## src/rhsv_pkg.sv

```systemverilog
package rhsv_pkg;

  localparam int unsigned PIX_W      = 8;
  localparam int unsigned Q_W        = 8;
  localparam int unsigned DIV_STAGES = Q_W;
  localparam int unsigned NUM_W      = 18;
  localparam int unsigned DEN_W      = 10;
  localparam int unsigned HN_W       = 11;
  localparam int unsigned HUE_SHIFT  = 7;
  localparam int unsigned SAT_NUM_W  = 16;
  localparam int unsigned QUEUE_DEPTH = 2;
  localparam int unsigned QPTR_W     = $clog2(QUEUE_DEPTH);
  localparam int unsigned QCNT_W     = $clog2(QUEUE_DEPTH + 1);

  typedef struct packed {
    logic [NUM_W-1:0]     hue_num;
    logic [DEN_W-1:0]     hue_den;
    logic [SAT_NUM_W-1:0] sat_num;
    logic [PIX_W-1:0]     sat_den;
    logic [PIX_W-1:0]     bright;
  } entry_t;

  typedef struct packed {
    logic full;
    logic not_empty;
  } queue_status_t;

endpackage

```

## src/rgb_to_hsv_pixel.sv

```systemverilog
// rgb_to_hsv_pixel: converts one 8-bit rgb pixel to hue, saturation and
// brightness bytes.
// input beat: red, green and blue are taken at a rising edge where start is
// high and busy is low. a new pixel may be given every cycle while busy is low.
// result beat: done is high for exactly one cycle with hue, saturation and
// brightness valid in that cycle; the receiver cannot hold results off.
// pipeline: a taken pixel passes one register stage for max, min and
// sector, one in the two-entry queue, and eight in the pipelined dividers,
// which resolve one quotient bit per stage. done rises with the last divider stage.
// throughput: one pixel per cycle. the back end never stalls, so the queue
// drains as fast as it fills and busy stays low in normal use; busy only
// rises if the queue were ever full.
// reset: rst is synchronous and active high; it drops all pixels in flight
// and no done strobe appears until new pixels have gone through.
module rgb_to_hsv_pixel (
  input  logic                       clk,
  input  logic                       rst,
  input  logic                       start,
  output logic                       busy,
  input  logic [rhsv_pkg::PIX_W-1:0] red,
  input  logic [rhsv_pkg::PIX_W-1:0] green,
  input  logic [rhsv_pkg::PIX_W-1:0] blue,
  output logic                       done,
  output logic [rhsv_pkg::PIX_W-1:0] hue,
  output logic [rhsv_pkg::PIX_W-1:0] saturation,
  output logic [rhsv_pkg::PIX_W-1:0] brightness
);

  logic                    push;
  rhsv_pkg::entry_t        front_entry;
  rhsv_pkg::entry_t        head;
  rhsv_pkg::queue_status_t q_status;

  rhsv_front u_front (
    .clk    (clk),
    .rst    (rst),
    .start  (start),
    .red    (red),
    .green  (green),
    .blue   (blue),
    .q_full (q_status.full),
    .busy   (busy),
    .push   (push),
    .entry  (front_entry)
  );

  rhsv_queue u_queue (
    .clk      (clk),
    .rst      (rst),
    .push     (push),
    .entry_in (front_entry),
    .pop      (q_status.not_empty),
    .status   (q_status),
    .head     (head)
  );

  rhsv_back u_back (
    .clk        (clk),
    .rst        (rst),
    .in_valid   (q_status.not_empty),
    .entry      (head),
    .done       (done),
    .hue        (hue),
    .saturation (saturation),
    .brightness (brightness)
  );

endmodule

```

## src/rhsv_front.sv

```systemverilog
module rhsv_front (
  input  logic                     clk,
  input  logic                     rst,
  input  logic                     start,
  input  logic [rhsv_pkg::PIX_W-1:0] red,
  input  logic [rhsv_pkg::PIX_W-1:0] green,
  input  logic [rhsv_pkg::PIX_W-1:0] blue,
  input  logic                     q_full,
  output logic                     busy,
  output logic                     push,
  output rhsv_pkg::entry_t         entry
);

  typedef enum logic [1:0] {
    SEC_RED,
    SEC_GREEN,
    SEC_BLUE
  } sector_t;

  logic                          vld;
  logic                          advance;
  logic [rhsv_pkg::PIX_W-1:0]    mx;
  logic [rhsv_pkg::PIX_W-1:0]    mn;
  logic [rhsv_pkg::PIX_W-1:0]    d;
  sector_t                       sector;
  logic [rhsv_pkg::HN_W-1:0]     d2;
  logic [rhsv_pkg::HN_W-1:0]     d3;
  logic [rhsv_pkg::HN_W-1:0]     d4;
  logic [rhsv_pkg::HN_W-1:0]     d6;
  logic [rhsv_pkg::HN_W-1:0]     hn;
  rhsv_pkg::entry_t              entry_next;

  always_comb begin
    mx = red;
    mn = red;
    if (green > mx) mx = green;
    if (blue > mx) mx = blue;
    if (green < mn) mn = green;
    if (blue < mn) mn = blue;
    d = mx - mn;
    if (mx == red) begin
      sector = SEC_RED;
    end else if (mx == green) begin
      sector = SEC_GREEN;
    end else begin
      sector = SEC_BLUE;
    end
  end

  always_comb begin
    d2 = {2'b00, d, 1'b0};
    d3 = d2 + rhsv_pkg::HN_W'(d);
    d4 = {1'b0, d, 2'b00};
    d6 = {d3[rhsv_pkg::HN_W-2:0], 1'b0};
    unique case (sector)
      SEC_RED: begin
        if (green >= blue) begin
          hn = rhsv_pkg::HN_W'(green) - rhsv_pkg::HN_W'(blue);
        end else begin
          // wrap round the circle
          hn = d6 + rhsv_pkg::HN_W'(green) - rhsv_pkg::HN_W'(blue);
        end
      end
      SEC_GREEN: begin
        hn = d2 + rhsv_pkg::HN_W'(blue) - rhsv_pkg::HN_W'(red);
      end
      SEC_BLUE: begin
        hn = d4 + rhsv_pkg::HN_W'(red) - rhsv_pkg::HN_W'(green);
      end
      default: begin
        hn = '0;
      end
    endcase
  end

  always_comb begin
    entry_next.hue_num = rhsv_pkg::NUM_W'(hn) << rhsv_pkg::HUE_SHIFT;
    entry_next.hue_den = (d == '0) ? rhsv_pkg::DEN_W'(1) : rhsv_pkg::DEN_W'(d3);
    entry_next.sat_num = {d, {rhsv_pkg::PIX_W{1'b0}}} - rhsv_pkg::SAT_NUM_W'(d);
    entry_next.sat_den = (mx == '0) ? rhsv_pkg::PIX_W'(1) : mx;
    entry_next.bright  = mx;
  end

  assign advance = !vld || !q_full;
  assign busy    = !advance;
  assign push    = vld && !q_full;

  always_ff @(posedge clk) begin
    if (rst) begin
      vld <= 1'b0;
    end else if (advance) begin
      vld <= start;
    end
    if (advance && start) begin
      entry <= entry_next;
    end
  end

endmodule

```

## src/rhsv_queue.sv

```systemverilog
module rhsv_queue (
  input  logic                    clk,
  input  logic                    rst,
  input  logic                    push,
  input  rhsv_pkg::entry_t        entry_in,
  input  logic                    pop,
  output rhsv_pkg::queue_status_t status,
  output rhsv_pkg::entry_t        head
);

  rhsv_pkg::entry_t              mem [rhsv_pkg::QUEUE_DEPTH];
  logic [rhsv_pkg::QPTR_W-1:0]   wr_ptr;
  logic [rhsv_pkg::QPTR_W-1:0]   rd_ptr;
  logic [rhsv_pkg::QCNT_W-1:0]   count;
  logic [rhsv_pkg::QCNT_W-1:0]   count_next;
  logic                          do_push;
  logic                          do_pop;

  assign status.full      = (count == rhsv_pkg::QCNT_W'(rhsv_pkg::QUEUE_DEPTH));
  assign status.not_empty = (count != '0);
  assign do_push          = push && !status.full;
  assign do_pop           = pop && status.not_empty;
  assign head             = mem[rd_ptr];

  always_comb begin
    count_next = count;
    if (do_push && !do_pop) count_next = count + rhsv_pkg::QCNT_W'(1);
    if (do_pop && !do_push) count_next = count - rhsv_pkg::QCNT_W'(1);
  end

  always_ff @(posedge clk) begin
    if (rst) begin
      wr_ptr <= '0;
      rd_ptr <= '0;
      count  <= '0;
    end else begin
      count <= count_next;
      if (do_push) wr_ptr <= wr_ptr + rhsv_pkg::QPTR_W'(1);
      if (do_pop) rd_ptr <= rd_ptr + rhsv_pkg::QPTR_W'(1);
    end
    if (do_push) begin
      mem[wr_ptr] <= entry_in;
    end
  end

endmodule

```

## src/rhsv_div.sv

```systemverilog
module rhsv_div (
  input  logic                       clk,
  input  logic [rhsv_pkg::NUM_W-1:0] num,
  input  logic [rhsv_pkg::DEN_W-1:0] den,
  output logic [rhsv_pkg::Q_W-1:0]   quo
);

  logic [rhsv_pkg::NUM_W-1:0] rem_r [rhsv_pkg::DIV_STAGES];
  logic [rhsv_pkg::DEN_W-1:0] den_r [rhsv_pkg::DIV_STAGES];
  logic [rhsv_pkg::Q_W-1:0]   quo_r [rhsv_pkg::DIV_STAGES];

  // one quotient bit per stage, most significant first
  for (genvar k = 0; k < rhsv_pkg::DIV_STAGES; k++) begin : g_stage
    logic [rhsv_pkg::NUM_W-1:0] rem_in;
    logic [rhsv_pkg::DEN_W-1:0] den_in;
    logic [rhsv_pkg::Q_W-1:0]   quo_in;
    logic [rhsv_pkg::NUM_W-1:0] den_sh;

    if (k == 0) begin : g_first
      assign rem_in = num;
      assign den_in = den;
      assign quo_in = '0;
    end else begin : g_rest
      assign rem_in = rem_r[k-1];
      assign den_in = den_r[k-1];
      assign quo_in = quo_r[k-1];
    end

    assign den_sh = rhsv_pkg::NUM_W'(den_in) << (rhsv_pkg::DIV_STAGES - 1 - k);

    always_ff @(posedge clk) begin
      den_r[k] <= den_in;
      if (rem_in >= den_sh) begin
        rem_r[k] <= rem_in - den_sh;
        quo_r[k] <= quo_in | (rhsv_pkg::Q_W'(1) << (rhsv_pkg::DIV_STAGES - 1 - k));
      end else begin
        rem_r[k] <= rem_in;
        quo_r[k] <= quo_in;
      end
    end
  end

  assign quo = quo_r[rhsv_pkg::DIV_STAGES-1];

endmodule

```

## src/rhsv_back.sv

```systemverilog
module rhsv_back (
  input  logic                       clk,
  input  logic                       rst,
  input  logic                       in_valid,
  input  rhsv_pkg::entry_t           entry,
  output logic                       done,
  output logic [rhsv_pkg::PIX_W-1:0] hue,
  output logic [rhsv_pkg::PIX_W-1:0] saturation,
  output logic [rhsv_pkg::PIX_W-1:0] brightness
);

  logic                       vld_r    [rhsv_pkg::DIV_STAGES];
  logic [rhsv_pkg::PIX_W-1:0] bright_r [rhsv_pkg::DIV_STAGES];

  rhsv_div u_hue_div (
    .clk (clk),
    .num (entry.hue_num),
    .den (entry.hue_den),
    .quo (hue)
  );

  rhsv_div u_sat_div (
    .clk (clk),
    .num (rhsv_pkg::NUM_W'(entry.sat_num)),
    .den (rhsv_pkg::DEN_W'(entry.sat_den)),
    .quo (saturation)
  );

  always_ff @(posedge clk) begin
    if (rst) begin
      for (int i = 0; i < rhsv_pkg::DIV_STAGES; i++) begin
        vld_r[i] <= 1'b0;
      end
    end else begin
      vld_r[0] <= in_valid;
      for (int i = 1; i < rhsv_pkg::DIV_STAGES; i++) begin
        vld_r[i] <= vld_r[i-1];
      end
    end
    bright_r[0] <= entry.bright;
    for (int i = 1; i < rhsv_pkg::DIV_STAGES; i++) begin
      bright_r[i] <= bright_r[i-1];
    end
  end

  assign done       = vld_r[rhsv_pkg::DIV_STAGES-1];
  assign brightness = bright_r[rhsv_pkg::DIV_STAGES-1];

endmodule

```

## config.mk

```make
export PLATFORM = sky130hd
export DESIGN_NAME = rgb_to_hsv_pixel
export DESIGN_NICKNAME = d
export VERILOG_FILES = /design/src/rhsv_pkg.sv /design/src/rgb_to_hsv_pixel.sv /design/src/rhsv_front.sv /design/src/rhsv_queue.sv /design/src/rhsv_div.sv /design/src/rhsv_back.sv
export SDC_FILE = /design/constraint.sdc
export NUM_CORES = 1
export LEC_CHECK = 0
export ABC_AREA = 1
export BUFFER_PORTS_ARGS = -buffer_cell sky130_fd_sc_hd__buf_4
export CORE_ASPECT_RATIO = 0.7
export CORE_MARGIN = 1
export CORE_UTILIZATION = 62
export DETAILED_ROUTE_END_ITERATION = 6
export PLACE_DENSITY_LB_ADDON = 0.25
export SLEW_MARGIN = 20
export SYNTH_ARGS = -nofsm -noshare
export SYNTH_HDL_FRONTEND = slang
export SYNTH_SLANG_ARGS = --single-unit
```

## constraint.sdc

```tcl
create_clock -name clk -period 8.8 [get_ports clk]
set_clock_uncertainty 0.05 [all_clocks]
set_input_delay 0.44 -clock clk [delete_from_list [all_inputs] [get_ports clk]]
set_output_delay 0.44 -clock clk [all_outputs]
set_load 0.01 [all_outputs]
```

==> results of run 1 <==
## state kept, by name, indices dropped and copies added, names as in the netlist, 36 cells and up, named ones only
name,flops
u_back.u_hue_div.quo_r,36
u_back.u_sat_div.quo_r,36
u_back.u_sat_div.rem_r,125
u_back.bright_r,64
u_back.u_hue_div.den_r,70
u_back.u_sat_div.den_r,56
u_queue.mem,106
u_front.entry,53
u_back.u_hue_div.rem_r,98
## synthesized netlist by cell type (7+ instances only)
cell	instances	area (um^2)
clkbuf_1	30	113
buf_4	8	60.1
nand3b_1	8	60.1
nor2_1	186	698
ha_1	229	2870
or2_2	27	169
mux2i_1	7	70.1
inv_2	7	26.3
a211oi_1	12	90.1
nand2_2	19	119
o211ai_1	7	52.6
inv_1	426	1600
fa_1	34	681
xor2_1	118	1030
nand2_1	514	1930
nand4_1	21	131
xnor2_1	64	561
o21bai_1	19	143
a21oi_1	169	846
nor4_1	20	125
nor3_1	29	145
nand3_1	99	495
dfxtp_1	499	9990
o21ai_0	211	1060
edfxtp_1	159	4770
## how the worst max path moves through the flow
stage / to / slack [ns]
floorplan: u_front.entry[59] / 1.41
global placement: u_front.entry[59] / 0.70
detailed placement: u_front.entry[59] / 0.39
CTS: u_front.entry[59] / 0.99
global route: u_front.entry[59] / 0.19
finish: u_front.entry[59] / 0.93
## metal layers
metal,part of all wire,vias up,GRT usage
met1,0.47,9372,0.369
met2,0.47,489,0.457
met4,0.019,0,0.0588
li1,-,10081,-
met5,0,-,0
met3,0.048,96,0.0367
## power by group
part           internal [uW]  switching (uW)  total, uW  leakage [uW]
Clock                   1750            1100       2860       0.00110
Sequential              4100             472       4570       0.00568
Combinational           2370            3740       6110       0.00796
Total                   8220            5320      13500        0.0147
## stage by stage
| stage | std cells | utilization | total power (uW) | setup slack, ns |
|---|---|---|---|---|
| after floorplan | 3024 | - | 8980 | 1.41 |
| final | 3765 | 0.707 | 13500 | 0.931 |
| after global routing | 3765 | 0.707 | 14600 | 0.192 |
| after detailed placement | 3657 | 0.657 | 10600 | 0.391 |
| after CTS | 3765 | 0.707 | 13500 | 0.992 |
| after global placement | 3657 | 0.657 | 10300 | 0.696 |
## area by class of cell
type / count / area share
clock inverters: 33 / 0.0178
multi-input cells: 1888 / 0.378
well taps: 603 / 0.0235
repair buffers: 73 / 0.0171
flip-flops and latches: 658 / 0.460
inverters: 435 / 0.0509
clock buffers: 75 / 0.0520
## cells by family (layout without fill, tap and decap cells)
kind of cell             count (synthesis)  after routing  synth area share
AO/OA/AOI/OAI                          476            476            0.0935
XOR/XNOR                               185            185            0.0572
adder cells (fa/ha/maj)                263            263             0.123
buffers and inverters                  478            616            0.0644
flip-flops                             658            658             0.514
multiplexers                             8              8           0.00283
AND/OR/NAND/NOR                        956            956             0.145
## worst register-to-register path: stages, from the launching register on
cell and delay, ns:
dfxtp_2 0.31, buf_4 0.32, clkinv_1 0.17, buf_4 0.24, or2_2 0.30, o21ai_0 0.26
inv_1 0.14, ha_1 0.32, nand2_1 0.07, o21ai_0 0.13, a21oi_1 0.16, inv_1 0.06
a21oi_1 0.21, o21ai_0 0.17, a21oi_1 0.18, nor2_1 0.06, nor2_1 0.15, inv_1 0.07
a21oi_2 0.63, o21ai_0 0.25
==> reports/metrics.yaml, run 1 <==
rows: 65
fin_setup_tns_ns: 0
cts_hold_buffers: 0
drt-vias-per-instance: 5.32
htreeDepth: 2
die_x_um: 259
hold_path_startpoint: "rst"
maxCapViolCount: 0
clk_path_buf_depth: 3
r2r_slack_ns: 4.34
totalWireLength_mm: 62.6
worst_ep_required_time_ns: 9.08
worst_pin_slew_ns: 0.981
seq_area_um2: 14800
cts.sinks: 658
setup_viol: 0
gp_congestion: 0.914
clkLatencyLatePin_ns: 0.61
outcome: "finished, final reports clean"
grt_pass1_vias: 20236
clk_pin_slew_ns: 0.07
numCtsBuffers: 57
worst_hold_path_type: "in2reg"
peakVddDrop_mv: 0.288
hold_viol: 0
maxSlewHeadroom: 0.344
multi_input_area_um2: 12100
drt-wirelength-per-cell_um: 16.6
diodes: 0
die-area_um2: 47200
holdWs_ns: 0.0525
grt.total_usage: 0.270
synth_cell_types: 72
synth_area_um2: 28700
cp_num_cells: 51
cp_slowest_cell: "o21ai_0"
place_hpwl_mm: 47.6
power.static_leakage_uw: 0.0147
min_path_cells: 2
crit_arrival_ns: 8.15
slowest_delay_ns: 0.51
initial_core_util: 0.633
ys_seq_area_frac: 0.514
drc: 0
rr_worst_depth: 19
firstDrtPassIters: 6
mostFrequentLayoutCells: "nand2_1 (514), dfxtp_1 (498), inv_1 (424)"
syn_area_per_cell_um2: 9.50
core_area_um2: 45400
worstHoldEndpoint: "u_front.vld"
synth_fp_nets: 3314
worstSetupPathType: "in2reg"
synth_ff_type: "dfxtp_1"
io_pins: 53
grt_pass1_wl_mm: 102
io_buffers: 52
cts-resized-gates: 0
rsz0062_at_grt: "false"
fmax_ghz: 0.127
root_buffer: "clkbuf_16"
period_needed_ns: 7.87
synth_edf_count: 159
synthArstFlopShare: 0
synth_cells: 3024
drive_above_1_share: 0.0832
tritoncts: "yes"
yosys_warnings: 0
crit_family: "simple AND/OR/NAND/NOR gates"
die_h_um: 182
crit_top_cell: "nand2_1"
place_area_um2: 29800
ant_nets: 0
vias: 20038
final_nets: 3403
syn2layout_area_growth_pct: 11.7
nFillCells: 3269
drt_iter0_markers: 1329
power_density_nw_per_um2: 422
crit_buf_inv: 8
cp-startpoint: "red[7]"
grt_max_degree: 54
worstPathMaxFanout: 14
r2r_end: "u_back.u_hue_div.rem_r[0][12]"
cp-start-kind: "input port"
gr-total-overflow: 0
post_cts_buffers: 0
final_common_cell: "nand2_1"
antenna_found_initial: 0
stdcell_area_um2: 32100
critPathCaptureType: "flop"
fin_crit_sh: 0.894
maxSlewViolCount: 0
ys_ff_latch: 658
Note: power is estimated with default switching activity, not from simulation.
==> inputs of run 2 (changes only) <==
Settings changed: SYNTH_HIERARCHICAL from default to 1.
==> reports/metrics.yaml, run 2 <==
yosys_warnings: 6  # +6
critPathCaptureType: "flop"
period_needed_ns: 7.69  # -0.174 ns
ys_seq_area_frac: 0.449  # -0.0654
ant_nets: 0  # unchanged
worstSetupPathType: "in2reg"
rsz0062_at_grt: "false"
cp-startpoint: "red[7]"
worst_hold_path_type: "in2reg"
synth_ff_type: "dfxtp_1"
finalNonFillerCells: 5181  # +38%
drive_above_1_share: 0.0982  # +0.0150
nFillCells: 4568  # +40%
drt-vias-per-instance: 5.23  # -1.8%
synth_top_cells_by_count: "nand2_1 (1259), inv_1 (656), dfxtp_1 (542)"
vias: 27089  # +35%
mostFrequentLayoutCells: "nand2_1 (1259), inv_1 (656), dfxtp_1 (541)"
htreeDepth: 3  # +1
outcome: "finished, final reports clean"
maxSlewViolCount: 0  # unchanged
top_regs: "u_back/u_hue_div/rem_r x126, u_back/u_sat_div/rem_r x126, u_queue/mem x120"
drt_iter0_markers: 2323  # +75%
clkLatencyLatePin_ns: 0.62  # about the same
synthTopCellsByArea: "dfxtp_1 (30%), edfxtp_1 (15%), nand2_1 (13%)"
die_h_um: 203  # +11%
post_cts_buffers: 0  # unchanged
fin_crit_sh: 0.874  # -0.0198
maxCapViolCount: 0  # unchanged
diodes: 0  # unchanged
gp_congestion: 0.946  # +3.5%
worst_pin_slew_ns: 1.06  # +0.0743 ns
syn2layout_area_growth_pct: 8.94
hold_path_startpoint: "start"
slowest_delay_ns: 0.65  # +0.14 ns
drt-wirelength-per-cell_um: 15.5  # -7.0%
yosysTopAreaCell: "dfxtp_1"
initial_core_util: 0.628  # -0.00434
tritoncts: "yes"
maxSlewHeadroom: 0.294  # -0.0497
die-area_um2: 58700  # +24%
final_nets: 4683  # +38%
ys_ff_latch: 715  # +8.7%
synth_cells: 4291  # +42%
seq_area_um2: 16000  # +8.7%
power.static_leakage_uw: 0.0195  # +32%
synth_top_area_frac: 0.303  # -0.0445
synth_edf_count: 173  # +8.8%
antenna_found_initial: 0  # unchanged
synth_cell_types: 70  # -2.8%
die_x_um: 289  # +12%
io_buffers: 52  # unchanged
cp-start-kind: "input port"
core_area_um2: 56900  # +25%
io_pins: 53  # unchanged
final_common_cell: "nand2_1"
fmax_ghz: 0.130  # +2.3%
cp_slowest_cell: "fa_1"
cts.sinks: 715  # +8.7%
post-place-cells: 5056  # +38%
numCtsBuffers: 69  # +21%
crit_arrival_ns: 8.01  # -0.14 ns
grt_max_degree: 61  # +13%
worstPathMaxFanout: 18  # +4
clk_path_buf_depth: 3  # unchanged
grt_pass1_vias: 25478  # +26%
drc: 0  # unchanged
grt_pass1_wl_mm: 130  # +28%
gr-total-overflow: 0  # unchanged
rows: 73  # +12%
syn_area_per_cell_um2: 8.33  # -12%
fin_setup_tns_ns: 0  # unchanged
worst_ep_required_time_ns: 9.11  # +0.03 ns
power_density_nw_per_um2: 419  # -0.66%
synthArstFlopShare: 0  # unchanged
crit_top_cell: "inv_1"
place_hpwl_mm: 61.2  # +29%
grt.total_usage: 0.278  # +0.00880
firstDrtPassIters: 6  # unchanged
hold_viol: 0  # unchanged
root_buffer: "clkbuf_16"
clk_pin_slew_ns: 0.06  # about the same
setup_viol: 0  # unchanged
multi_input_area_um2: 16600  # +37%
totalWireLength_mm: 80.1  # +28%
synth_area_um2: 35800  # +25%
synth.most_common_cell: "nand2_1"
peakVddDrop_mv: 0.395  # +37%
run 2: changes by cell type in the layout (fill, tap and decap cells not counted), sizes merged, moves of 43 or more:
cell	previous run	this run
nand2	537	1299
inv	433	703
nor2	190	340
o21ai	219	86
nand3	104	222
mux2	1	60
nand4	22	69
dfxtp	499	542
run 2: where the power goes:
part           internal (uW)  switching [uW]  leakage (uW)  total, uW
combinational           3080            5230        0.0122       8310
sequential              4500             573       0.00618       5070
clock                   1660            1280       0.00112       2940
run 2: layout make-up:
class,instances,area share
Tap cell,750,0.0241
Clock buffer,89,0.0496
Sequential cell,715,0.412
Timing Repair Buffer,65,0.0126
Inverter,696,0.0671
Clock inverter,35,0.00877
Multi-Input combinational cell,2831,0.426
run 2: final timing paths:
check                                        to  slack, ns  cells after the start
setup / recovery              u_front/entry[59]       1.11                     47
hold / removal                      u_front/vld       0.07                      3
setup reg to reg  u_back/u_hue_div/rem_r[0][11]       5.08                     13
hold reg to reg   u_back/u_sat_div/quo_r[1][14]       0.26                      0
run 2: cells by family (layout without fill, tap and decap cells):
kind of cell,count (synthesis),in the layout,share of synthesized area
fa+ha+maj,278,278,0.106
compound gates,309,309,0.0522
buf+inv,759,885,0.0892
flops,715,715,0.449
other cells,2,16,0.000210
simple gates,2032,2032,0.245
mux,60,60,0.0252
xor+xnor,136,136,0.0340
run 2: worst max-delay path, delay by kind of cell:
kind,cells,cell delay (ns)
adders and majority gates,7,2.55
and+or+nand+nor,21,2.27
AOI/OAI and AO/OA,8,1.51
buffers and inverters,10,0.98
xor gates and xnor gates,1,0.23
run 2: what timing repair did:
action,in CTS,in global routing
hold buffers,1,0
setup endpoints to repair,0,0
endpoints found under the hold margin,9,0
resized for setup,0,0
run 2: through the flow:
step	util	worst slack [ns]	cell area [um^2]	total power [uW]	hold WS, ns
5_1_grt	0.685	0.320	39000	17700	0.0947
3_3_place_gp	0.644	0.732	36700	13000	0.260
4_1_cts	0.685	1.22	39000	16300	0.0461
6_report	0.685	1.11	39000	16300	0.0705
3_5_place_dp	0.644	0.651	36700	13200	0.262
2_1_floorplan	-	1.39	35800	11400	0.260
run 2: per-layer routing:
metal / global-route usage / part of all wire / vias up
met5: 0 / 0 / -
met4: 0.0624 / 0.016 / 0
met3: 0.0588 / 0.083 / 114
met2: 0.402 / 0.41 / 944
met1: 0.424 / 0.50 / 12316
li1: - / - / 13715
